==> src/rtl/text_console_writer_top_assert.svh <==
// Assertion macros used by the console writer controller.
`ifndef TEXT_CONSOLE_WRITER_TOP_ASSERT_SVH
`define TEXT_CONSOLE_WRITER_TOP_ASSERT_SVH

// Property must hold at every clock edge out of reset.
`define TCW_ASSERT_ALWAYS(lbl, clk, rst_n, prop) \
  lbl: assert property (@(posedge clk) disable iff (!rst_n) (prop)) \
    else $error("tcw: invariant violated");

// Consequent must hold in the cycle after the antecedent.
`define TCW_ASSERT_NEXT(lbl, clk, rst_n, ante, cons) \
  lbl: assert property (@(posedge clk) disable iff (!rst_n) (ante) |=> (cons)) \
    else $error("tcw: sequence violated");

`endif

==> src/rtl/tcw_pkg.sv <==
`timescale 1ns / 1ps
`default_nettype none

package tcw_pkg;

  localparam int COLS      = 80;
  localparam int ROWS      = 25;
  localparam int NCELLS    = COLS * ROWS;
  localparam int ADDR_W    = $clog2(NCELLS);
  localparam int COL_W     = $clog2(COLS);
  localparam int LAST_BASE = NCELLS - COLS;

  localparam logic [1:0] OP_WRITE = 2'd0;
  localparam logic [1:0] OP_READ  = 2'd1;
  localparam logic [1:0] OP_BLINK = 2'd2;

  localparam logic [7:0] CH_NUL     = 8'h00;
  localparam logic [7:0] CH_BS      = 8'h08;
  localparam logic [7:0] CH_LF      = 8'h0A;
  localparam logic [7:0] CH_DIGIT_0 = 8'h30;
  localparam logic [7:0] CH_DIGIT_9 = 8'h39;
  localparam logic [7:0] PROMPT_A   = 8'h3E;
  localparam logic [7:0] PROMPT_B   = 8'h3A;
  localparam logic [7:0] ATTR_AUTO  = 8'hFF;
  localparam logic [7:0] BLINK_ATTR = 8'h22;

  localparam logic [0:0] CFG_TEXT_ATTR  = 1'b0;
  localparam logic [0:0] CFG_DIGIT_ATTR = 1'b1;

  typedef struct packed {
    logic [7:0] text_attr;
    logic [7:0] digit_attr;
  } cfg_t;

  typedef struct packed {
    logic [1:0]  op;
    logic [7:0]  char_code;
    logic [7:0]  attr_in;
    logic [10:0] cell_index;
  } item_t;

  typedef struct packed {
    logic [7:0]  cell_char;
    logic [7:0]  cell_attr;
    logic        did_scroll;
    logic [10:0] cursor_pos;
  } result_t;

  typedef struct packed {
    logic              we;
    logic [ADDR_W-1:0] waddr;
    logic [15:0]       wdata;
    logic              re;
    logic [ADDR_W-1:0] raddr;
  } ram_req_t;

endpackage

`default_nettype wire

==> src/rtl/tcw_ctrl.sv <==
`timescale 1ns / 1ps
`default_nettype none

`include "text_console_writer_top_assert.svh"

module tcw_ctrl (
  input  wire logic              clk_i,
  input  wire logic              rst_ni,
  input  wire tcw_pkg::cfg_t     cfg_i,
  input  wire logic              in_valid_i,
  output logic                   in_ready_o,
  input  wire tcw_pkg::item_t    item_i,
  output tcw_pkg::ram_req_t      ram_req_o,
  input  wire logic [15:0]       ram_rdata_i,
  input  wire logic              out_free_i,
  output logic                   res_valid_o,
  output tcw_pkg::result_t       res_o
);

  localparam int AW = tcw_pkg::ADDR_W;
  localparam int CW = tcw_pkg::COL_W;

  localparam logic [3:0] S_CLEAR     = 4'd0;
  localparam logic [3:0] S_IDLE      = 4'd1;
  localparam logic [3:0] S_BS_ATTR   = 4'd2;
  localparam logic [3:0] S_BS_ERASE  = 4'd3;
  localparam logic [3:0] S_BLINK     = 4'd4;
  localparam logic [3:0] S_READ      = 4'd5;
  localparam logic [3:0] S_SCR_COPY  = 4'd6;
  localparam logic [3:0] S_SCR_BLANK = 4'd7;
  localparam logic [3:0] S_NL_GT     = 4'd8;
  localparam logic [3:0] S_NL_COLON  = 4'd9;
  localparam logic [3:0] S_DONE      = 4'd10;

  localparam logic [AW-1:0] LAST_CELL = AW'(tcw_pkg::NCELLS - 1);
  localparam logic [AW-1:0] LAST_BASE = AW'(tcw_pkg::LAST_BASE);
  localparam logic [AW-1:0] COLS_A    = AW'(tcw_pkg::COLS);
  localparam logic [CW-1:0] LAST_COL  = CW'(tcw_pkg::COLS - 1);

  logic [3:0]    state_q, state_d;
  logic [AW-1:0] cnt_q, cnt_d;
  logic [AW-1:0] cursor_q, cursor_d;
  logic [CW-1:0] col_q, col_d;
  logic [AW-1:0] line_q, line_d;
  logic [AW-1:0] base_q, base_d;
  logic [7:0]    held_q, held_d;
  logic [7:0]    ch_q, ch_d;
  logic          scrolled_q, scrolled_d;
  logic [7:0]    rchar_q, rchar_d;
  logic [7:0]    rattr_q, rattr_d;

  logic [AW-1:0] row_base;
  logic [AW:0]   bs_limit;
  logic [7:0]    wr_attr;

  assign row_base = cursor_q - AW'(col_q);
  assign bs_limit = {1'b0, line_q} + (AW + 1)'(2);

  always_comb begin
    wr_attr = item_i.attr_in;
    if (item_i.attr_in == tcw_pkg::ATTR_AUTO) begin
      if (item_i.char_code inside {[tcw_pkg::CH_DIGIT_0:tcw_pkg::CH_DIGIT_9]}) begin
        wr_attr = cfg_i.digit_attr;
      end else begin
        wr_attr = cfg_i.text_attr;
      end
    end
  end

  always_comb begin
    state_d    = state_q;
    cnt_d      = cnt_q;
    cursor_d   = cursor_q;
    col_d      = col_q;
    line_d     = line_q;
    base_d     = base_q;
    held_d     = held_q;
    ch_d       = ch_q;
    scrolled_d = scrolled_q;
    rchar_d    = rchar_q;
    rattr_d    = rattr_q;
    ram_req_o  = '0;
    res_valid_o = 1'b0;

    case (state_q)
      S_CLEAR: begin
        ram_req_o.we    = 1'b1;
        ram_req_o.waddr = cnt_q;
        if (cnt_q == LAST_CELL) begin
          cnt_d   = '0;
          state_d = S_IDLE;
        end else begin
          cnt_d = cnt_q + 1'b1;
        end
      end

      S_IDLE: begin
        if (in_valid_i) begin
          ch_d       = item_i.char_code;
          scrolled_d = 1'b0;
          rchar_d    = '0;
          rattr_d    = '0;
          state_d    = S_DONE;
          case (item_i.op)
            tcw_pkg::OP_WRITE: begin
              if (item_i.char_code == tcw_pkg::CH_LF) begin
                ram_req_o.we    = 1'b1;
                ram_req_o.waddr = cursor_q;
                ram_req_o.wdata = {held_q, tcw_pkg::CH_NUL};
                if (row_base == LAST_BASE) begin
                  scrolled_d = 1'b1;
                  base_d     = LAST_BASE;
                  cnt_d      = '0;
                  state_d    = S_SCR_COPY;
                end else begin
                  base_d  = row_base + COLS_A;
                  state_d = S_NL_GT;
                end
              end else if (item_i.char_code == tcw_pkg::CH_BS) begin
                if ({1'b0, cursor_q} > bs_limit) begin
                  ram_req_o.re    = 1'b1;
                  ram_req_o.raddr = cursor_q;
                  state_d         = S_BS_ATTR;
                end
              end else if (item_i.char_code != tcw_pkg::CH_NUL) begin
                ram_req_o.we    = 1'b1;
                ram_req_o.waddr = cursor_q;
                ram_req_o.wdata = {wr_attr, item_i.char_code};
                if (cursor_q == LAST_CELL) begin
                  scrolled_d = 1'b1;
                  cursor_d   = LAST_BASE;
                  col_d      = '0;
                  line_d     = (line_q >= COLS_A) ? line_q - COLS_A : '0;
                  cnt_d      = '0;
                  state_d    = S_SCR_COPY;
                end else begin
                  cursor_d = cursor_q + 1'b1;
                  col_d    = (col_q == LAST_COL) ? '0 : col_q + 1'b1;
                end
              end
            end
            tcw_pkg::OP_READ: begin
              if (32'(item_i.cell_index) < 32'(tcw_pkg::NCELLS)) begin
                ram_req_o.re    = 1'b1;
                ram_req_o.raddr = AW'(item_i.cell_index);
                state_d         = S_READ;
              end
            end
            tcw_pkg::OP_BLINK: begin
              ram_req_o.re    = 1'b1;
              ram_req_o.raddr = cursor_q;
              state_d         = S_BLINK;
            end
            default: begin
              state_d = S_DONE;
            end
          endcase
        end
      end

      S_BS_ATTR: begin
        ram_req_o.we    = 1'b1;
        ram_req_o.waddr = cursor_q;
        ram_req_o.wdata = {cfg_i.text_attr, ram_rdata_i[7:0]};
        cursor_d        = cursor_q - 1'b1;
        col_d           = (col_q == '0) ? LAST_COL : col_q - 1'b1;
        state_d         = S_BS_ERASE;
      end

      S_BS_ERASE: begin
        ram_req_o.we    = 1'b1;
        ram_req_o.waddr = cursor_q;
        ram_req_o.wdata = {cfg_i.text_attr, tcw_pkg::CH_NUL};
        state_d         = S_DONE;
      end

      S_BLINK: begin
        ram_req_o.we    = 1'b1;
        ram_req_o.waddr = cursor_q;
        if (ram_rdata_i[15:8] == tcw_pkg::BLINK_ATTR) begin
          ram_req_o.wdata = {held_q, ram_rdata_i[7:0]};
        end else begin
          held_d          = ram_rdata_i[15:8];
          ram_req_o.wdata = {tcw_pkg::BLINK_ATTR, ram_rdata_i[7:0]};
        end
        state_d = S_DONE;
      end

      S_READ: begin
        rchar_d = ram_rdata_i[7:0];
        rattr_d = ram_rdata_i[15:8];
        state_d = S_DONE;
      end

      S_SCR_COPY: begin
        // read one row ahead, write the cell fetched last cycle
        if (cnt_q != LAST_BASE) begin
          ram_req_o.re    = 1'b1;
          ram_req_o.raddr = cnt_q + COLS_A;
        end
        if (cnt_q != '0) begin
          ram_req_o.we    = 1'b1;
          ram_req_o.waddr = cnt_q - 1'b1;
          ram_req_o.wdata = ram_rdata_i;
        end
        if (cnt_q == LAST_BASE) begin
          state_d = S_SCR_BLANK;
        end else begin
          cnt_d = cnt_q + 1'b1;
        end
      end

      S_SCR_BLANK: begin
        ram_req_o.we    = 1'b1;
        ram_req_o.waddr = cnt_q;
        ram_req_o.wdata = {cfg_i.text_attr, tcw_pkg::CH_NUL};
        if (cnt_q == LAST_CELL) begin
          state_d = (ch_q == tcw_pkg::CH_LF) ? S_NL_GT : S_DONE;
        end else begin
          cnt_d = cnt_q + 1'b1;
        end
      end

      S_NL_GT: begin
        ram_req_o.we    = 1'b1;
        ram_req_o.waddr = base_q;
        ram_req_o.wdata = {cfg_i.digit_attr, tcw_pkg::PROMPT_A};
        state_d         = S_NL_COLON;
      end

      S_NL_COLON: begin
        ram_req_o.we    = 1'b1;
        ram_req_o.waddr = base_q + 1'b1;
        ram_req_o.wdata = {cfg_i.digit_attr, tcw_pkg::PROMPT_B};
        cursor_d        = base_q + AW'(2);
        col_d           = CW'(2);
        line_d          = base_q;
        state_d         = S_DONE;
      end

      S_DONE: begin
        // hold until the output register can take the result
        if (out_free_i) begin
          res_valid_o = 1'b1;
          state_d     = S_IDLE;
        end
      end

      default: begin
        state_d = S_IDLE;
      end
    endcase
  end

  always_ff @(posedge clk_i or negedge rst_ni) begin
    if (!rst_ni) begin
      state_q    <= S_CLEAR;
      cnt_q      <= '0;
      cursor_q   <= '0;
      col_q      <= '0;
      line_q     <= '0;
      held_q     <= '0;
      scrolled_q <= 1'b0;
    end else begin
      state_q    <= state_d;
      cnt_q      <= cnt_d;
      cursor_q   <= cursor_d;
      col_q      <= col_d;
      line_q     <= line_d;
      held_q     <= held_d;
      scrolled_q <= scrolled_d;
    end
  end

  always_ff @(posedge clk_i) begin
    base_q  <= base_d;
    ch_q    <= ch_d;
    rchar_q <= rchar_d;
    rattr_q <= rattr_d;
  end

  assign in_ready_o = (state_q == S_IDLE);

  assign res_o.cell_char  = rchar_q;
  assign res_o.cell_attr  = rattr_q;
  assign res_o.did_scroll = scrolled_q;
  assign res_o.cursor_pos = 11'(cursor_q);

  `TCW_ASSERT_ALWAYS(a_cursor_range, clk_i, rst_ni, 32'(cursor_q) < 32'(tcw_pkg::NCELLS))
  `TCW_ASSERT_ALWAYS(a_line_not_past_cursor, clk_i, rst_ni, line_q <= cursor_q)
  `TCW_ASSERT_ALWAYS(a_blank_only_when_scrolled, clk_i, rst_ni, (state_q != S_SCR_BLANK) || scrolled_q)
  `TCW_ASSERT_NEXT(a_result_returns_idle, clk_i, rst_ni, res_valid_o, state_q == S_IDLE)

endmodule

`default_nettype wire

==> config.mk <==
export PLATFORM = sky130hd
export DESIGN_NAME = tcw_ctrl
export DESIGN_NICKNAME = d
export VERILOG_FILES = /design/src/rtl/tcw_pkg.sv /design/src/rtl/tcw_ctrl.sv
export VERILOG_INCLUDE_DIRS = /design/src /design/src/rtl
export SDC_FILE = /design/constraint.sdc
export NUM_CORES = 1
export LEC_CHECK = 0
export ABC_AREA = 1
export BUFFER_PORTS_ARGS = -buffer_cell sky130_fd_sc_hd__buf_2
export CORE_UTILIZATION = 55
export DETAILED_ROUTE_END_ITERATION = 10
export HOLD_SLACK_MARGIN = 0.08
export PLACE_DENSITY = 0.78
export RECOVER_POWER = 25
export SETUP_SLACK_MARGIN = 0.3
export SYNTH_ARGS = -nofsm -noshare
export SYNTH_HDL_FRONTEND = slang
export SYNTH_SLANG_ARGS = --single-unit
export TNS_END_PERCENT = 100
==> constraint.sdc <==
create_clock -name clk_i -period 6.1 [get_ports clk_i]
set_clock_uncertainty 0.05 [all_clocks]
set_input_delay 1.525 -clock clk_i [delete_from_list [all_inputs] [get_ports clk_i]]
set_output_delay 1.525 -clock clk_i [all_outputs]
set_load 0.03 [all_outputs]
==> results of run 1 <==
## through the flow
step / cell area (sq um) / cells / setup slack (ps) / total power (W)
floorplan: 7800 / 1141 / 1300 / 0.00321
global placement: 8630 / 1435 / 1150 / 0.00393
detailed placement: 8630 / 1435 / 1130 / 0.00398
CTS: 8880 / 1450 / 1140 / 0.00450
global route: 8860 / 1450 / 895 / 0.00491
finish: 8860 / 1450 / 1070 / 0.00453
## worst register-to-register path: cells and delay by family (launching register included)
family        cells  cell delay, ps
xor+xnor          1             250
fa+ha+maj         3             840
buf+inv           2             380
flops             1             480
simple gates     15            1620
## where the power goes
group | switching [W] | leakage [nW] | internal, W | total, W
clock network | 0.000233 | 0.129 | 0.000272 | 0.000505
registers | 0.000247 | 0.974 | 0.000834 | 0.00108
logic | 0.00200 | 3.28 | 0.000937 | 0.00294
total | 0.00248 | 4.39 | 0.00204 | 0.00453
## sequential cells by signal, indices dropped and copies added, names as in the netlist
register    count
ch_q            8
base_q         11
held_q          8
cnt_q          11
cursor_q       11
rchar_q         8
line_q         11
col_q           7
rattr_q         8
state_q         4
scrolled_q      1
## cell type report
| cell class | count | area, sq um |
|---|---|---|
| inverters | 165 | 619 |
| flip-flops and latches | 88 | 2380 |
| clock inverters | 4 | 21.3 |
| multi-input cells | 862 | 4690 |
| repair buffers | 140 | 702 |
| fillers | 1331 | 5020 |
| clock buffers | 11 | 233 |
| well taps | 180 | 225 |
## placed cells by master (no fill, tap or decap), types with 4 or more instances in the layout
cell	netlist	final
a211oi_1	4	4
a21oi_1	52	52
a221oi_1	4	4
a22oi_1	13	13
buf_2	9	126
buf_4	1	5
clkbuf_1	14	11
clkbuf_16	0	9
clkinv_1	5	5
dfrtp_1	53	53
edfxtp_1	35	35
ha_1	36	36
inv_1	145	145
inv_2	15	15
nand2_1	280	280
nand2_2	6	6
nand2_4	5	5
nand3_1	61	61
nand4_1	13	13
nor2_1	129	129
nor2_2	7	7
nor2_4	6	6
nor3_1	40	40
nor4_1	6	6
o2111ai_1	13	13
o211ai_1	11	11
o21ai_0	56	56
o21ai_1	12	12
o21ai_2	4	4
o221ai_1	11	11
o22ai_1	14	14
xnor2_1	9	9
xor2_1	38	38
## worst max path at each step
| stage | slack (ps) | cells past startpoint | endpoint | start |
|---|---|---|---|---|
| after floorplan | 1300 | 7 | ram_req_o[21] | item_i[26] |
| after global placement | 1150 | 10 | ram_req_o[26] | item_i[26] |
| after detailed placement | 1130 | 10 | ram_req_o[26] | item_i[26] |
| after CTS | 1140 | 10 | ram_req_o[26] | item_i[26] |
| after global routing | 900 | 10 | ram_req_o[26] | item_i[26] |
| final | 1070 | 10 | ram_req_o[20] | item_i[23] |
## layer usage
metal / vias up / routed length [microns] / share of wire (%)
li1: 4059 / - / -
met1: 3837 / 10400 / 42
met2: 481 / 11000 / 44
met3: 72 / 2590 / 10
met4: 0 / 871 / 3.5
met5: - / 0 / 0
## kinds of logic (layout without fill, tap and decap cells)
group | Yosys count | after routing | synth area share (%)
xor+xnor | 47 | 47 | 5.27
simple gates | 567 | 567 | 31.9
compound gates | 211 | 211 | 16.9
buf+inv | 191 | 320 | 9.47
flops | 88 | 88 | 30.5
fa+ha+maj | 37 | 37 | 6.03
==> impl_metrics.json, run 1 <==
{
  "dp_hpwl_microns": 19200,
  "final-setup-viol-count": 0,
  "avgSynthCellArea_sq_um": 6.84,
  "slowest_delay_ps": 520,
  "placementRows": 43,
  "drive_gt1_share_pct": 15.4,
  "synth_cell_type_count": 52,
  "finalSetupTns_ps": 0,
  "drt-pass1-iter-count": 9,
  "gr-max-usage-layer": "met2",
  "synth_cells": 1141,
  "fmax_ghz": 0.199,
  "ys_ff_latch": 88,
  "post_drt_wl_per_cell_microns": 17.1,
  "crit_fanout": 9,
  "final-max-slew-violation-count": 54,
  "vias_per_cell": 5.83,
  "antenna_cells": 0,
  "crit_path_start_kind": "input pin",
  "path_cells": "clkbuf_1 > inv_1 > nand3_1 > nor3_2 > inv_1 > nand4_1 > nor2_1 > o311ai_0 > o2111ai_1 > buf_2",
  "worst_path_max_delay_cell": "nor2_1",
  "holdCritStartpoint": "scrolled_q$_DFFE_PN0P_",
  "reg2reg_depth": 21,
  "rsz0062_at_grt": "no",
  "fin_hold_ws_ps": 442,
  "cts_max_level": 3,
  "cts.clk_slew.worst_paths_ps": 60,
  "final.min_clock_period_ps": 5030,
  "clock_path_buffers": 2,
  "cp-end-kind": "primary output",
  "first_global_vias": 7856,
  "yosys_most_used_dff": "dfrtp_1",
  "numCtsBuffers": 9,
  "critPathMostFrequentCell": "inv_1",
  "final_nets": 1368,
  "synth.cells.most_frequent": "280 x nand2_1, 145 x inv_1, 129 x nor2_1",
  "vdd_drop_max_v": 0.000411,
  "die_y_microns": 121,
  "synthesis.area_sq_mm": 0.00780,
  "vias": 8449,
  "synth_top_area_share_pct": 17.0,
  "io_pins": 135,
  "status": "finished with violations",
  "power.density_mw_per_mm2": 511,
  "area_growth_pct": 13.6,
  "critical_path_class": "in2out",
  "cts_resized": 0,
  "synth_area_leaders": "dfrtp_1 17%, edfxtp_1 13%, nand2_1 13%",
  "path_delay_family": "simple AND/OR/NAND/NOR gates",
  "grt_util_all_layers_pct": 35.2,
  "min_to": "scrolled_q$_DFFE_PN0P_",
  "syn_nets": 1243,
  "start_util_pct": 56.2,
  "power_leakage_nw": 4.39,
  "fin_crit_sh_pct": 82.4,
  "die-area_sq_mm": 0.0147,
  "drcViolationCount": 2,
  "violations": "design-rule violations, max-capacitance violations, max-slew violations",
  "coreArea_sq_mm": 0.0139,
  "port_buffers": 134,
  "holdBufCountCts": 0,
  "hold_path_depth": 2,
  "antenna_found_initial": 0,
  "cts_sinks": 88,
  "worstSkewPairLatency_ps": 360,
  "r2r_start": "cursor_q[0]$_DFFE_PN0P_",
  "timing.slew.headroom_pct": -106,
  "grt_max_degree": 54,
  "cts_tree": "built",
  "met2_usage_pct": 54.1,
  "yosysWarningCount": 0,
  "ys_seq_area_share_pct": 30.5,
  "wl_microns": 24900,
  "post-synth-top-count-cell": "nand2_1",
  "grt_overflow": 0,
  "worstReg2RegEnd": "cnt_q[0]$_DFFE_PN0P_",
  "final_core_util_pct": 63.9,
  "finalHoldViolCount": 0,
  "r2r_slack_ps": 2430,
  "synth_edf_count": 35,
  "cp_num_buf_inv": 4,
  "worstPathArrival_ps": 3450,
  "use_met1_pct": 48.6,
  "grt_use_met3_pct": 5.64,
  "gp_congestion": 1.00,
  "drt-initial-drc-count": 924,
  "drtAntennaViolNets": 0,
  "grt_first_pass_wirelength_microns": 40100,
  "hold_path_class": "reg2reg",
  "die_x_microns": 121,
  "maxCapViolations": 1,
  "crit_required_ps": 4530,
  "cts_root_buf": "clkbuf_16",
  "async_reset_ff_share_pct": 60.2,
  "synth_top_area_cell": "dfrtp_1",
  "worst_pin_slew_ps": 3080,
  "postCtsSetupBuffers": 0
}
Power figures use the tool's default switching activity.
==> run 2, diff against run 1 <==
==> constraint.sdc (replaced) <==
create_clock -name clk_i -period 5.3 [get_ports clk_i]
set_clock_uncertainty 0.05 [all_clocks]
set_input_delay 1.325 -clock clk_i [delete_from_list [all_inputs] [get_ports clk_i]]
set_output_delay 1.325 -clock clk_i [all_outputs]
set_load 0.03 [all_outputs]
==> run 2 against run 1 <==
Effect of this change:
- the flow still finishes with violations (design-rule violations, max-capacitance violations, max-slew violations)
- wire length is 1.5% lower
- clock power is 35% higher
- final area is 0.99% higher
- sequential share of layout area is 0.26 points lower
- non-clock buffer count is 3 higher
- register-to-register slack worse by 830 ps
- global-route usage is 1.0 points lower
- worst setup slack worse by 550 ps
- first-iteration DRC count is 10% higher
- largest cell class unchanged
- core utilization is 0.63 points higher
- critical path type unchanged
- clock-buffer cell count is 2 higher
==> impl_metrics.json, run 2 (synthesis gave the netlist of run 1 again) <==
{
  "status": "finished with violations",
  "violations": "design-rule violations, max-capacitance violations, max-slew violations",
  "wl_microns": 24500,
  "drtAntennaViolNets": 0,
  "gp_congestion": 1.01,
  "r2r_start": "cursor_q[0]$_DFFE_PN0P_",
  "worstPathArrival_ps": 3410,
  "io_pins": 135,
  "clock_path_buffers": 2,
  "final_cell_mix": "280 x nand2_1, 145 x inv_1, 129 x nor2_1, 126 x buf_2, 61 x nand3_1",
  "drt-initial-drc-count": 1018,
  "holdCritStartpoint": "scrolled_q$_DFFE_PN0P_",
  "vias_per_cell": 5.80,
  "dp_slack_ps": 685,
  "drt-pass1-iter-count": 9,
  "placementRows": 43,
  "layout_commonest_cell": "nand2_1",
  "grt_first_pass_wirelength_microns": 38800,
  "rsz0062_at_grt": "no",
  "final.min_clock_period_ps": 4780,
  "post_drt_wl_per_cell_microns": 16.8,
  "grt_max_degree": 54,
  "cts.clk_slew.worst_paths_ps": 60,
  "numCtsBuffers": 9,
  "power_leakage_nw": 4.43,
  "maxCapViolations": 1,
  "worst_pin_slew_ps": 3080,
  "first_global_vias": 7645,
  "cts_sinks": 88,
  "cp-end-kind": "primary output",
  "vdd_drop_max_v": 0.000414,
  "crit_fanout": 9,
  "die_y_microns": 121,
  "worstSkewPairLatency_ps": 350,
  "timing.slew.headroom_pct": -105,
  "setup_ws_ps": 519,
  "grt_overflow": 0,
  "fin_crit_sh_pct": 90.2,
  "crit_path_start_kind": "input pin",
  "holdBufCountCts": 0,
  "die-area_sq_mm": 0.0147,
  "final-max-slew-violation-count": 54,
  "cts_resized": 0,
  "port_buffers": 134,
  "final_nets": 1371,
  "final-setup-viol-count": 0,
  "finalHoldViolCount": 0,
  "antenna_found_initial": 0,
  "die_x_microns": 121,
  "power.density_mw_per_mm2": 593,
  "start_util_pct": 56.2,
  "grt_util_all_layers_pct": 34.2,
  "design_area_sq_mm": 0.00895,
  "antenna_cells": 0,
  "postCtsSetupBuffers": 0,
  "drcViolationCount": 2,
  "crit_start": "item_i[23]",
  "placed_cell_area_sq_mm": 0.00865,
  "vias": 8427,
  "fill_cells": 1301,
  "drive_gt1_share_pct": 15.8,
  "fmax_ghz": 0.209,
  "critical_path_class": "in2out",
  "cts_max_level": 3,
  "cts_tree": "built",
  "area_growth_pct": 14.7,
  "hold_path_class": "reg2reg",
  "crit_required_ps": 3920,
  "cts_root_buf": "clkbuf_16",
  "finalSetupTns_ps": 0,
  "dp_hpwl_microns": 19000,
  "coreArea_sq_mm": 0.0139
}
[run 2: cell types whose count changed in the layout (fill, tap and decap cells not counted)]
cell / previous run / this run
or2_0: 1 / 0
inv_4: 1 / 0
bufinv_16: 0 / 1
clkinv_2: 3 / 1
clkbuf_8: 0 / 2
clkbuf_1: 11 / 10
clkbuf_16: 9 / 10
buf_4: 5 / 8
or2_4: 0 / 1
[run 2: layout make-up]
class | instances | area (sq um) | share of cell area (%)
Multi-Input combinational cell | 862 | 4690 | 52.4
Sequential cell | 88 | 2380 | 26.6
Timing Repair Buffer | 143 | 724 | 8.09
Inverter | 165 | 619 | 6.92
Clock buffer | 13 | 282 | 3.15
Tap cell | 180 | 225 | 2.52
Clock inverter | 2 | 35.0 | 0.391
[run 2: path summary, 6_finish.rpt]
kind | end | cells past startpoint | slack [ps]
max | ram_req_o[21] | 10 | 520
min | scrolled_q$_DFFE_PN0P_ | 2 | 430
max reg2reg | cnt_q[1]$_DFFE_PN0P_ | 21 | 1600
min reg2reg | scrolled_q$_DFFE_PN0P_ | 2 | 430
max in group asynchronous | cnt_q[0]$_DFFE_PN0P_ | 2 | 1420
min in group asynchronous | col_q[4]$_DFFE_PN0P_ | 2 | 2030
[run 2: power breakdown]
| part | internal [W] | switching, W |
|---|---|---|
| sequential | 0.000960 | 0.000243 |
| combinational | 0.00109 | 0.00233 |
| clock | 0.000417 | 0.000263 |
[run 2: critical path, cell delays in order]
cell and delay [ps]:
clkbuf_1 140, inv_1 80, nand3_1 200, nor3_2 100
inv_1 90, nand4_1 120, nor2_1 550, o311ai_0 370
o2111ai_1 190, buf_2 240
[run 2: through the flow]
stage	hold slack, ps	instances	total power [W]	utilization [%]
4_1_cts	434	1453	0.00528	64.6
5_1_grt	466	1453	0.00576	64.5
3_5_place_dp	420	1438	0.00458	62.3
2_1_floorplan	403	1141	0.00370	-
6_report	431	1453	0.00531	64.5
3_3_place_gp	422	1438	0.00453	62.3
[run 2: metal layers]
| metal | global-route usage, % | share of wire (%) | up-vias |
|---|---|---|---|
| met5 | 0 | 0 | - |
| met4 | 12.3 | 2.6 | 0 |
| met3 | 5.59 | 9.6 | 50 |
| met2 | 54.4 | 45 | 423 |
| met1 | 46.8 | 43 | 3882 |
| li1 | - | - | 4072 |
